[src/design/ctf_pkg.sv]
// Shared types, constants and the arctangent table of the complementary tilt filter.
package ctf_pkg;

  localparam int RAW_W   = 16;
  localparam int TILT_W  = 24;
  localparam int ALPHA_W = 17;
  localparam int SCALE_W = 16;
  localparam int CFG_AW  = 2;
  localparam int CFG_DW  = 17;

  // Datapath widths: CORDIC vector, angle accumulator, rounded angle,
  // gyro estimate, multiplier operands, product and weighted sum.
  localparam int XY_W   = 27;
  localparam int Z_W    = 26;
  localparam int ANG_W  = 18;
  localparam int GEST_W = 41;
  localparam int GLO_W  = 24;
  localparam int MA_W   = 18;
  localparam int MB_W   = 25;
  localparam int PROD_W = MA_W + MB_W;
  localparam int SUM_W  = 64;
  localparam int RQ_W   = SUM_W - 32;

  localparam int ATAN_N  = 24;
  localparam int ATAN_IW = 5;
  localparam int ATAN_W  = 22;

  localparam logic [CFG_AW-1:0] CFG_ALPHA_ACCEL     = 2'd0;
  localparam logic [CFG_AW-1:0] CFG_ALPHA_GYRO      = 2'd1;
  localparam logic [CFG_AW-1:0] CFG_GYRO_STEP_SCALE = 2'd2;

  localparam logic [ALPHA_W-1:0] ALPHA_ACCEL_RST     = 17'd1311;
  localparam logic [ALPHA_W-1:0] ALPHA_GYRO_RST      = 17'd64225;
  localparam logic [SCALE_W-1:0] GYRO_STEP_SCALE_RST = 16'd10230;

  localparam logic signed [Z_W-1:0]    DEG90_Q16  = 26'sd5898240;
  localparam logic signed [TILT_W-1:0] TILT_MAX   = 24'sh7FFFFF;
  localparam logic signed [TILT_W-1:0] TILT_MIN   = 24'sh800000;
  localparam logic signed [SUM_W-1:0]  ROUND_HALF = 64'sh0000_0000_8000_0000;

  typedef enum logic [2:0] {
    M_NONE,
    M_SCALE,
    M_ACCEL,
    M_GLO,
    M_GHI
  } mul_src_t;

  typedef enum logic [1:0] {
    S_HOLD,
    S_LOAD0,
    S_ADD16,
    S_ADD24
  } sum_op_t;

  typedef enum logic [2:0] {
    J_NEXT,
    J_GOTO,
    J_LOOP,
    J_AXIS,
    J_IN,
    J_OUT
  } jump_t;

  typedef enum logic [3:0] {
    U_IDLE,
    U_CLOAD,
    U_CITER,
    U_ANGLE,
    U_MACC,
    U_MGHI,
    U_SUMHI,
    U_STORE,
    U_OUT
  } ustep_t;

  typedef struct packed {
    logic     in_take;
    logic     cordic_load;
    logic     cordic_iter;
    logic     gest_load;
    logic     angle_load;
    mul_src_t mul;
    sum_op_t  sum;
    logic     result_store;
    logic     out_load;
    jump_t    jmp;
    ustep_t   target;
  } uop_t;

  typedef struct packed {
    logic iter_last;
    logic axis_second;
  } dp_stat_t;

  typedef struct packed {
    logic     in_valid;
    logic     out_busy;
    dp_stat_t dp;
  } seq_stat_t;

  // atan(2^-i) in degrees times 65536, rounded to nearest.
  function automatic logic [ATAN_W-1:0] atan_q16(logic [ATAN_IW-1:0] i);
    logic [ATAN_W-1:0] v;
    case (i)
      5'd0:    v = 22'd2949120;
      5'd1:    v = 22'd1740967;
      5'd2:    v = 22'd919879;
      5'd3:    v = 22'd466945;
      5'd4:    v = 22'd234379;
      5'd5:    v = 22'd117304;
      5'd6:    v = 22'd58666;
      5'd7:    v = 22'd29335;
      5'd8:    v = 22'd14668;
      5'd9:    v = 22'd7334;
      5'd10:   v = 22'd3667;
      5'd11:   v = 22'd1833;
      5'd12:   v = 22'd917;
      5'd13:   v = 22'd458;
      5'd14:   v = 22'd229;
      5'd15:   v = 22'd115;
      5'd16:   v = 22'd57;
      5'd17:   v = 22'd29;
      5'd18:   v = 22'd14;
      5'd19:   v = 22'd7;
      5'd20:   v = 22'd4;
      5'd21:   v = 22'd2;
      5'd22:   v = 22'd1;
      default: v = 22'd0;
    endcase
    return v;
  endfunction

endpackage

[src/design/complementary_tilt_filter_core.sv]
// Top level of the complementary tilt filter: configuration, handshake and output register.
//
// Use: each input item is one raw inertial sample (accelerometer x, y, z and
// gyro x, y, all signed 16 bit). It is accepted at a rising edge where
// in_valid is high and in_stall is low. Each item yields exactly one result
// item with the two filtered tilt angles in 1/256 degree and a flag that is
// set when either angle hit the 24-bit limit.
// The block works on one item at a time under a microcoded sequencer. Per
// axis it loads the CORDIC, runs CORDIC_STEPS micro-rotations, rounds the
// angle, multiply-accumulates through the single shared multiplier and
// stores the result; an accept step comes before and an output step after.
// The next item is taken only once the current result has moved to the
// output register, since the sequencer handles a single item at a time.
// The result sits in an output register, so the next item is accepted and
// processed while a result waits; if out_stall is still high when that next
// result is ready, the sequencer holds until the register frees up.
// Reset (rst_n low, synchronous) clears both stored angles to zero, loads
// the default weights and step scale and drops out_valid. Configuration
// writes go to cfg_addr 0, 1 or 2; other addresses are ignored.
module complementary_tilt_filter_core #(
  parameter int CORDIC_STEPS = 16
) (
  input  logic                                clk,
  input  logic                                rst_n,
  input  logic                                in_valid,
  output logic                                in_stall,
  input  logic signed [ctf_pkg::RAW_W-1:0]    in_accel_x_raw,
  input  logic signed [ctf_pkg::RAW_W-1:0]    in_accel_y_raw,
  input  logic signed [ctf_pkg::RAW_W-1:0]    in_accel_z_raw,
  input  logic signed [ctf_pkg::RAW_W-1:0]    in_gyro_x_raw,
  input  logic signed [ctf_pkg::RAW_W-1:0]    in_gyro_y_raw,
  output logic                                out_valid,
  input  logic                                out_stall,
  output logic signed [ctf_pkg::TILT_W-1:0]   out_tilt_first,
  output logic signed [ctf_pkg::TILT_W-1:0]   out_tilt_second,
  output logic                                out_clipped,
  input  logic                                cfg_we,
  input  logic        [ctf_pkg::CFG_AW-1:0]   cfg_addr,
  input  logic        [ctf_pkg::CFG_DW-1:0]   cfg_wdata
);
  import ctf_pkg::*;

  logic [ALPHA_W-1:0] alpha_accel_r;
  logic [ALPHA_W-1:0] alpha_gyro_r;
  logic [SCALE_W-1:0] gyro_step_scale_r;

  uop_t      uop;
  dp_stat_t  dp_stat;
  seq_stat_t seq_stat;

  logic                     in_fire;
  logic                     out_valid_r;
  logic                     out_busy;
  logic                     out_fire;
  logic signed [TILT_W-1:0] dp_tilt_first, dp_tilt_second;
  logic                     dp_clipped;

  // Input is open only while the sequencer sits at its accept step.
  assign in_stall = !uop.in_take || !rst_n;
  assign in_fire  = in_valid && !in_stall;

  // The output register is busy while it holds an item the receiver stalls.
  assign out_busy = out_valid_r && out_stall;
  assign out_fire = uop.out_load && !out_busy;

  assign seq_stat.in_valid = in_valid;
  assign seq_stat.out_busy = out_busy;
  assign seq_stat.dp       = dp_stat;

  always_ff @(posedge clk) begin
    if (!rst_n) begin
      alpha_accel_r     <= ALPHA_ACCEL_RST;
      alpha_gyro_r      <= ALPHA_GYRO_RST;
      gyro_step_scale_r <= GYRO_STEP_SCALE_RST;
    end else if (cfg_we) begin
      case (cfg_addr)
        CFG_ALPHA_ACCEL:     alpha_accel_r     <= cfg_wdata[ALPHA_W-1:0];
        CFG_ALPHA_GYRO:      alpha_gyro_r      <= cfg_wdata[ALPHA_W-1:0];
        CFG_GYRO_STEP_SCALE: gyro_step_scale_r <= cfg_wdata[SCALE_W-1:0];
        default: begin
        end
      endcase
    end
  end

  ctf_useq u_useq (
    .clk   (clk),
    .rst_n (rst_n),
    .stat  (seq_stat),
    .uop   (uop)
  );

  ctf_dpath #(
    .CORDIC_STEPS (CORDIC_STEPS)
  ) u_dpath (
    .clk             (clk),
    .rst_n           (rst_n),
    .uop             (uop),
    .in_fire         (in_fire),
    .accel_x_raw     (in_accel_x_raw),
    .accel_y_raw     (in_accel_y_raw),
    .accel_z_raw     (in_accel_z_raw),
    .gyro_x_raw      (in_gyro_x_raw),
    .gyro_y_raw      (in_gyro_y_raw),
    .alpha_accel     (alpha_accel_r),
    .alpha_gyro      (alpha_gyro_r),
    .gyro_step_scale (gyro_step_scale_r),
    .stat            (dp_stat),
    .tilt_first      (dp_tilt_first),
    .tilt_second     (dp_tilt_second),
    .clipped         (dp_clipped)
  );

  // Output register.
  always_ff @(posedge clk) begin
    if (!rst_n) begin
      out_valid_r <= 1'b0;
    end else if (out_fire) begin
      out_valid_r <= 1'b1;
    end else if (!out_stall) begin
      out_valid_r <= 1'b0;
    end
  end

  always_ff @(posedge clk) begin
    if (out_fire) begin
      out_tilt_first  <= dp_tilt_first;
      out_tilt_second <= dp_tilt_second;
      out_clipped     <= dp_clipped;
    end
  end

  assign out_valid = out_valid_r;

endmodule

[src/design/ctf_useq.sv]
// Microcode sequencer: step counter, control store and jump logic.
module ctf_useq (
  input  logic               clk,
  input  logic               rst_n,
  input  ctf_pkg::seq_stat_t stat,
  output ctf_pkg::uop_t      uop
);
  import ctf_pkg::*;

  ustep_t pc_r;
  ustep_t pc_nxt;

  // Control store.
  always_comb begin
    uop = '0;
    uop.mul    = M_NONE;
    uop.sum    = S_HOLD;
    uop.jmp    = J_NEXT;
    uop.target = U_IDLE;
    case (pc_r)
      U_IDLE: begin
        uop.in_take = 1'b1;
        uop.jmp     = J_IN;
      end
      U_CLOAD: begin
        uop.cordic_load = 1'b1;
        uop.mul         = M_SCALE;
      end
      U_CITER: begin
        uop.cordic_iter = 1'b1;
        uop.gest_load   = 1'b1;
        uop.jmp         = J_LOOP;
        uop.target      = U_CITER;
      end
      U_ANGLE: begin
        uop.angle_load = 1'b1;
        uop.mul        = M_GLO;
      end
      U_MACC: begin
        uop.mul = M_ACCEL;
        uop.sum = S_LOAD0;
      end
      U_MGHI: begin
        uop.mul = M_GHI;
        uop.sum = S_ADD16;
      end
      U_SUMHI: begin
        uop.sum = S_ADD24;
      end
      U_STORE: begin
        uop.result_store = 1'b1;
        uop.jmp          = J_AXIS;
        uop.target       = U_CLOAD;
      end
      U_OUT: begin
        uop.out_load = 1'b1;
        uop.jmp      = J_OUT;
        uop.target   = U_IDLE;
      end
      default: begin
        uop.jmp    = J_GOTO;
        uop.target = U_IDLE;
      end
    endcase
  end

  // Next step.
  always_comb begin
    pc_nxt = ustep_t'(pc_r + 4'd1);
    case (uop.jmp)
      J_NEXT:  pc_nxt = ustep_t'(pc_r + 4'd1);
      J_GOTO:  pc_nxt = uop.target;
      J_LOOP:  pc_nxt = stat.dp.iter_last ? ustep_t'(pc_r + 4'd1) : uop.target;
      J_AXIS:  pc_nxt = stat.dp.axis_second ? ustep_t'(pc_r + 4'd1) : uop.target;
      J_IN:    pc_nxt = stat.in_valid ? ustep_t'(pc_r + 4'd1) : pc_r;
      J_OUT:   pc_nxt = stat.out_busy ? pc_r : uop.target;
      default: pc_nxt = U_IDLE;
    endcase
  end

  always_ff @(posedge clk) begin
    if (!rst_n) begin
      pc_r <= U_IDLE;
    end else begin
      pc_r <= pc_nxt;
    end
  end

  a_take_starts_cordic: assert property (@(posedge clk) disable iff (!rst_n)
    (uop.in_take && stat.in_valid) |=> uop.cordic_load)
    else $error("accepted item did not start the CORDIC load");

  a_last_iter_rounds: assert property (@(posedge clk) disable iff (!rst_n)
    (uop.cordic_iter && stat.dp.iter_last) |=> uop.angle_load)
    else $error("last CORDIC iteration not followed by angle rounding");

  a_second_store_outputs: assert property (@(posedge clk) disable iff (!rst_n)
    (uop.result_store && stat.dp.axis_second) |=> uop.out_load)
    else $error("second axis stored without moving to output");

endmodule

[src/design/ctf_dpath.sv]
// Datapath: sample registers, CORDIC vectoring unit, shared multiplier and accumulator.
module ctf_dpath #(
  parameter int CORDIC_STEPS = 16
) (
  input  logic                                   clk,
  input  logic                                   rst_n,
  input  ctf_pkg::uop_t                          uop,
  input  logic                                   in_fire,
  input  logic signed [ctf_pkg::RAW_W-1:0]       accel_x_raw,
  input  logic signed [ctf_pkg::RAW_W-1:0]       accel_y_raw,
  input  logic signed [ctf_pkg::RAW_W-1:0]       accel_z_raw,
  input  logic signed [ctf_pkg::RAW_W-1:0]       gyro_x_raw,
  input  logic signed [ctf_pkg::RAW_W-1:0]       gyro_y_raw,
  input  logic        [ctf_pkg::ALPHA_W-1:0]     alpha_accel,
  input  logic        [ctf_pkg::ALPHA_W-1:0]     alpha_gyro,
  input  logic        [ctf_pkg::SCALE_W-1:0]     gyro_step_scale,
  output ctf_pkg::dp_stat_t                      stat,
  output logic signed [ctf_pkg::TILT_W-1:0]      tilt_first,
  output logic signed [ctf_pkg::TILT_W-1:0]      tilt_second,
  output logic                                   clipped
);
  import ctf_pkg::*;

  localparam int IW = $clog2(CORDIC_STEPS);
  localparam logic [IW-1:0] ITER_LAST = IW'(CORDIC_STEPS - 1);

  logic signed [RAW_W-1:0]  ax_r, ay_r, az_r, gx_r, gy_r;
  logic                     axis_r;
  logic                     clip_r;
  logic signed [XY_W-1:0]   x_r, y_r;
  logic signed [Z_W-1:0]    z_r;
  logic                     zero_r;
  logic [IW-1:0]            iter_r;
  logic signed [GEST_W-1:0] gest_r;
  logic signed [ANG_W-1:0]  ang_r;
  logic signed [PROD_W-1:0] prod_r;
  logic signed [SUM_W-1:0]  sum_r;
  logic signed [TILT_W-1:0] prev_first_r, prev_second_r;

  logic signed [RAW_W-1:0]  num_v, gyro_v;
  logic signed [TILT_W-1:0] prev_v;
  logic signed [XY_W-1:0]   xi, yi, lx, ly, xs, ys;
  logic signed [Z_W-1:0]    lz, at_v;
  logic signed [XY_W-1:0]   rnd_v;
  logic signed [MA_W-1:0]   mul_a;
  logic signed [MB_W-1:0]   mul_b;
  logic signed [SUM_W-1:0]  prod_ext, rsum;
  logic signed [RQ_W-1:0]   rq;
  logic signed [TILT_W-1:0] sat_v;
  logic                     sat_hit;

  assign num_v  = axis_r ? ay_r : ax_r;
  assign gyro_v = axis_r ? gx_r : gy_r;
  assign prev_v = axis_r ? prev_second_r : prev_first_r;

  // Operands scaled by 256, then folded into the right half plane.
  assign xi = {{(XY_W-RAW_W-8){az_r[RAW_W-1]}}, az_r, 8'b0};
  assign yi = {{(XY_W-RAW_W-8){num_v[RAW_W-1]}}, num_v, 8'b0};

  always_comb begin
    lx = xi;
    ly = yi;
    lz = '0;
    if (xi[XY_W-1]) begin
      if (!yi[XY_W-1]) begin
        lx = yi;
        ly = -xi;
        lz = DEG90_Q16;
      end else begin
        lx = -yi;
        ly = xi;
        lz = -DEG90_Q16;
      end
    end
  end

  assign xs   = x_r >>> iter_r;
  assign ys   = y_r >>> iter_r;
  assign at_v = $signed({{(Z_W-ATAN_W){1'b0}}, atan_q16(ATAN_IW'(iter_r))});

  // Negate and round to 1/256 degree.
  assign rnd_v = $signed(XY_W'(28'sd128)) - XY_W'(z_r);

  always_comb begin
    mul_a = '0;
    mul_b = '0;
    case (uop.mul)
      M_SCALE: begin
        mul_a = MA_W'(gyro_v);
        mul_b = $signed({{(MB_W-SCALE_W){1'b0}}, gyro_step_scale});
      end
      M_ACCEL: begin
        mul_a = $signed({{(MA_W-ALPHA_W){1'b0}}, alpha_accel});
        mul_b = MB_W'(ang_r);
      end
      M_GLO: begin
        mul_a = $signed({{(MA_W-ALPHA_W){1'b0}}, alpha_gyro});
        mul_b = $signed({{(MB_W-GLO_W){1'b0}}, gest_r[GLO_W-1:0]});
      end
      M_GHI: begin
        // The upper part of the gyro estimate carries its sign.
        mul_a = $signed({{(MA_W-ALPHA_W){1'b0}}, alpha_gyro});
        mul_b = MB_W'($signed(gest_r[GEST_W-1:GLO_W]));
      end
      default: begin
        mul_a = '0;
        mul_b = '0;
      end
    endcase
  end

  assign prod_ext = SUM_W'(prod_r);
  assign rsum     = sum_r + ROUND_HALF;
  assign rq       = rsum[SUM_W-1:32];

  always_comb begin
    sat_v   = rq[TILT_W-1:0];
    sat_hit = 1'b0;
    if (rq > RQ_W'(TILT_MAX)) begin
      sat_v   = TILT_MAX;
      sat_hit = 1'b1;
    end else if (rq < RQ_W'(TILT_MIN)) begin
      sat_v   = TILT_MIN;
      sat_hit = 1'b1;
    end
  end

  // Sample and per-item control.
  always_ff @(posedge clk) begin
    if (in_fire) begin
      ax_r <= accel_x_raw;
      ay_r <= accel_y_raw;
      az_r <= accel_z_raw;
      gx_r <= gyro_x_raw;
      gy_r <= gyro_y_raw;
    end
  end

  always_ff @(posedge clk) begin
    if (!rst_n) begin
      axis_r        <= 1'b0;
      clip_r        <= 1'b0;
      prev_first_r  <= '0;
      prev_second_r <= '0;
    end else begin
      if (in_fire) begin
        axis_r <= 1'b0;
        clip_r <= 1'b0;
      end else if (uop.result_store) begin
        axis_r <= 1'b1;
        clip_r <= clip_r | sat_hit;
        if (axis_r) begin
          prev_second_r <= sat_v;
        end else begin
          prev_first_r <= sat_v;
        end
      end
    end
  end

  // CORDIC vectoring unit, one micro-rotation per cycle.
  always_ff @(posedge clk) begin
    if (uop.cordic_load) begin
      x_r    <= lx;
      y_r    <= ly;
      z_r    <= lz;
      zero_r <= (num_v == '0) && (az_r == '0);
      iter_r <= '0;
    end else if (uop.cordic_iter) begin
      iter_r <= iter_r + 1'b1;
      if (!y_r[XY_W-1]) begin
        x_r <= x_r + ys;
        y_r <= y_r - xs;
        z_r <= z_r + at_v;
      end else begin
        x_r <= x_r - ys;
        y_r <= y_r + xs;
        z_r <= z_r - at_v;
      end
    end
  end

  // Shared multiplier and weighted-sum accumulator.
  always_ff @(posedge clk) begin
    if (uop.mul != M_NONE) begin
      prod_r <= mul_a * mul_b;
    end
    if (uop.gest_load) begin
      gest_r <= (GEST_W'(prev_v) <<< 16) + GEST_W'(prod_r);
    end
    if (uop.angle_load) begin
      ang_r <= zero_r ? '0 : rnd_v[ANG_W+7:8];
    end
    case (uop.sum)
      S_LOAD0: sum_r <= prod_ext;
      S_ADD16: sum_r <= sum_r + (prod_ext <<< 16);
      S_ADD24: sum_r <= sum_r + (prod_ext <<< 24);
      default: sum_r <= sum_r;
    endcase
  end

  assign stat.iter_last   = (iter_r == ITER_LAST);
  assign stat.axis_second = axis_r;
  assign tilt_first       = prev_first_r;
  assign tilt_second      = prev_second_r;
  assign clipped          = clip_r;

endmodule
[config.mk]
export PLATFORM = sky130hd
export DESIGN_NAME = complementary_tilt_filter_core
export DESIGN_NICKNAME = d
export VERILOG_FILES = /design/src/design/ctf_pkg.sv /design/src/design/complementary_tilt_filter_core.sv /design/src/design/ctf_useq.sv /design/src/design/ctf_dpath.sv
export SDC_FILE = /design/constraint.sdc
export NUM_CORES = 2
export LEC_CHECK = 0
export BUFFER_PORTS_ARGS = -buffer_cell sky130_fd_sc_hd__buf_2
export CORE_UTILIZATION = 35
export CTS_CLUSTER_DIAMETER = 120
export DETAILED_ROUTE_END_ITERATION = 16
export HOLD_SLACK_MARGIN = 0.03
export PLACE_DENSITY = 0.51
export SYNTH_ARGS = -nofsm -noshare
export SYNTH_HDL_FRONTEND = slang
export SYNTH_SLANG_ARGS = --single-unit
[constraint.sdc]
create_clock -name clk -period 15.5 [get_ports clk]
set_clock_uncertainty 0.1 [all_clocks]
set_input_delay 2.325 -clock clk [delete_from_list [all_inputs] [get_ports clk]]
set_output_delay 2.325 -clock clk [all_outputs]
set_load 0.005 [all_outputs]
==> results.toml <==
[synth]
synth-edff-count = 360
synthDistinctLibCells = 103
ys_seq_area_frac = 0.271
synth_top_area_cell = "edfxtp_1"
netlist.area_leader.share = 0.218
syn_nets = 6223
postSynthCellCount = 5358
synth_async_sr_flop_share = 0
ys_ff_latch = 491
yosys_warnings = 0
ys.flop_type = "edfxtp_1"
synth.avg_cell_area_um2 = 9.25
yosys-top-cells-area = "edfxtp_1, fa_1, ha_1"
synth_area_um2 = 49600

[run]
maxCapViolCount = 0

[grt]
grt_pass1_wl_um = 242000
grt_pass1_vias = 38800
met2_usage = 0.368
grt_max_degree = 72
grt_overflow = 0
grt_usage = 0.223
grt-busiest-layer = "met2"
gr-usage-met3 = 0.0333
antenna_found_initial = 5
grt_util_met1 = 0.301

[placed_design]
dp_hpwl_um = 127000
dpl-instance-area_um2 = 52300
gp_congestion = 0.929
portBuffers = 154

[timing]
period_needed_ns = 9.81
tightest_slew_ns = 1.29
drv_slew = 0
rsz0062_at_grt = "no"
whs_ns = 0.360
fin_crit_sh = 0.633
relSlewSlack = 0.137
finalSetupViolCount = 0
finalHoldViolations = 0
tns_ns = 0
fmax_ghz = 0.102

[floorplan]
io_pins = 155
core_um2 = 140000
initial_core_util = 0.354
row_count = 137
fp.dieW_um = 378
fp.dieH_um = 378
die_area_um2 = 143000

[detailed_routing]
wl_per_cell_um = 21.8
first_pass_iters = 6
vias = 39000
drt_iter0_drc = 2826
viasPerCell = 5.32
ant_nets = 0
wirelength_um = 160000
drcViolationCount = 0

[clocking]
cts_setup_buffers = 0
path_clk_slew_ns = 0.06
ctsHoldBuffers = 0
clock_path_buffers = 3
numCtsBuffers = 59
post_cts_resized = 0
cts_sinks = 491
insertion_delay_ns = 0.73
tritoncts = "yes"
h-tree-depth = 2
cts-root-buf = "clkbuf_16"

[worst_setup_path]
cp-start-kind = "flip-flop"
worstPathRequired_ns = 15.94
end_kind = "flip-flop"
critPathMaxFanout = 30
worstRegToRegCells = 26
worstSetupPathType = "flip-flop to flip-flop"
arrival_ns = 10.25

[cells_and_area]
nets = 6273
final_common_cell = "nand2_1"
drive_above_1_share = 0.0898
most-common-layout-cells = "nand2_1, inv_1, nor2_1"
final_core_util = 0.388
fin_area_um2 = 54300
area_growth_pct = 9.49

[min_path]
hold_depth = 0
min_path_type = "flip-flop to flip-flop"

[power_and_ir_drop]
p_clk_frac = 0.131
internal-power_mw = 5.71
switching_share = 0.479
combPwrFrac = 0.646
ir_worst_vdd_mv = 0.131
power_density_nw_per_um2 = 202
sequentialPowerShare = 0.223
power.leakage_nw = 23.4
switching_power_mw = 5.25

[status]
status = "finished, final reports clean"
final timing paths:
kind / slack, ns / to / start
hold / removal: 0.36 / out_tilt_first[22]$_DFFE_PP_ / u_dpath.tilt_first[22]$_SDFFE_PN0P_
setup / recovery: 5.69 / u_dpath.prod_r[42]$_DFFE_PP_ / u_useq.pc_r[2]$_SDFFE_PN0P_
setup reg to reg: 5.69 / u_dpath.prod_r[42]$_DFFE_PP_ / u_useq.pc_r[2]$_SDFFE_PN0P_
hold reg to reg: 0.36 / out_tilt_first[22]$_DFFE_PP_ / u_dpath.tilt_first[22]$_SDFFE_PN0P_
synth_stat cells (43+ instances only):
| cell type | count |
|---|---|
| nand4_1 | 51 |
| inv_1 | 647 |
| nor3_1 | 62 |
| edfxtp_1 | 360 |
| and2_1 | 43 |
| dfxtp_1 | 131 |
| o21ai_0 | 160 |
| o21a_1 | 43 |
| a21boi_0 | 48 |
| xor2_1 | 139 |
| mux2_2 | 64 |
| nand3_1 | 96 |
| nor2_1 | 517 |
| ha_1 | 314 |
| fa_1 | 447 |
| a21o_1 | 97 |
| nand2_1 | 713 |
| clkbuf_1 | 177 |
| xnor2_1 | 189 |
| mux2i_1 | 67 |
| a21oi_1 | 310 |
| a221oi_1 | 45 |
worst max-delay path: stages, from the launching register on:
cell and delay (ns):
dfxtp_1 0.43, nor2b_1 0.43, and3b_1 0.69, or2_2 0.74, a221o_1 0.82, nand2_1 0.19, fa_1 0.55, fa_1 0.51
inv_1 0.04, ha_1 0.34, fa_1 0.52, inv_1 0.05, fa_1 0.46, fa_1 0.55, inv_1 0.04, ha_1 0.34
a21o_1 0.21, a21o_1 0.19, a21oi_1 0.23, nand2_1 0.07, o21ai_0 0.64, o31a_1 0.36, nor3_1 0.07, o21ai_0 0.35
a21oi_1 0.19, and4_1 0.24, nor3_1 0.20
metal layers:
metal	part of all wire	wire length, um
met1	0.44	70500
met2	0.47	75000
met5	0.00014	22
met4	0.032	5100
met3	0.057	9120
logic make-up after synthesis:
kind of cell / count (synthesis) / synth area share
AOI/OAI and AO/OA: 986 / 0.130
xor gates and xnor gates: 329 / 0.0584
adders and majority gates: 761 / 0.260
buffers and inverters: 878 / 0.0700
DFF: 491 / 0.271
muxes: 187 / 0.0544
and+or+nand+nor: 1726 / 0.157
stage by stage:
| step | total power, mW | cells | worst slack, ns |
|---|---|---|---|
| after floorplan | 7.69 | 5358 | 6.97 |
| after global placement | 9.46 | 7223 | 5.87 |
| after detailed placement | 9.51 | 7223 | 5.83 |
| after CTS | 11.0 | 7335 | 5.78 |
| after global routing | 11.9 | 7336 | 5.05 |
| final | 11.0 | 7338 | 5.69 |
final cells by class:
cell class | instances | area [um^2]
Clock inverter | 36 | 395
Timing Repair Buffer | 217 | 1250
Multi-Input combinational cell | 3989 | 32800
Clock buffer | 76 | 1600
Sequential cell | 491 | 13400
Tap cell | 1876 | 2350
Fill cell | 14200 | 85800
Antenna cell | 3 | 7.51
Inverter | 650 | 2440
registers in the layout, indices dropped and copies added, names as in the netlist, 16 cells and up:
signal,cells
u_dpath.gest_r,41
u_dpath.sum_r,48
u_dpath.az_r,16
u_dpath.y_r,27
u_dpath.gx_r,16
u_dpath.gy_r,16
u_dpath.ay_r,16
gyro_step_scale_r,16
u_dpath.at_v,22
u_dpath.x_r,27
alpha_gyro_r,17
out_tilt_second,24
u_dpath.ang_r,18
alpha_accel_r,17
out_tilt_first,24
u_dpath.tilt_first,24
u_dpath.prod_r,43
u_dpath.tilt_second,24
u_dpath.ax_r,16
u_dpath.z_r,26
power groups by stage:
| stage | Sequential (mW) | Clock (mW) | Combinational, mW |
|---|---|---|---|
| after CTS | 2.44 | 1.48 | 7.10 |
| after global placement | 2.46 | 0 | 7.00 |
| after global routing | 2.46 | 1.52 | 7.96 |
| after floorplan | 2.23 | 0 | 5.46 |
| after detailed placement | 2.46 | 0 | 7.05 |
| final | 2.44 | 1.44 | 7.08 |
Power figures use the tool's default switching activity.
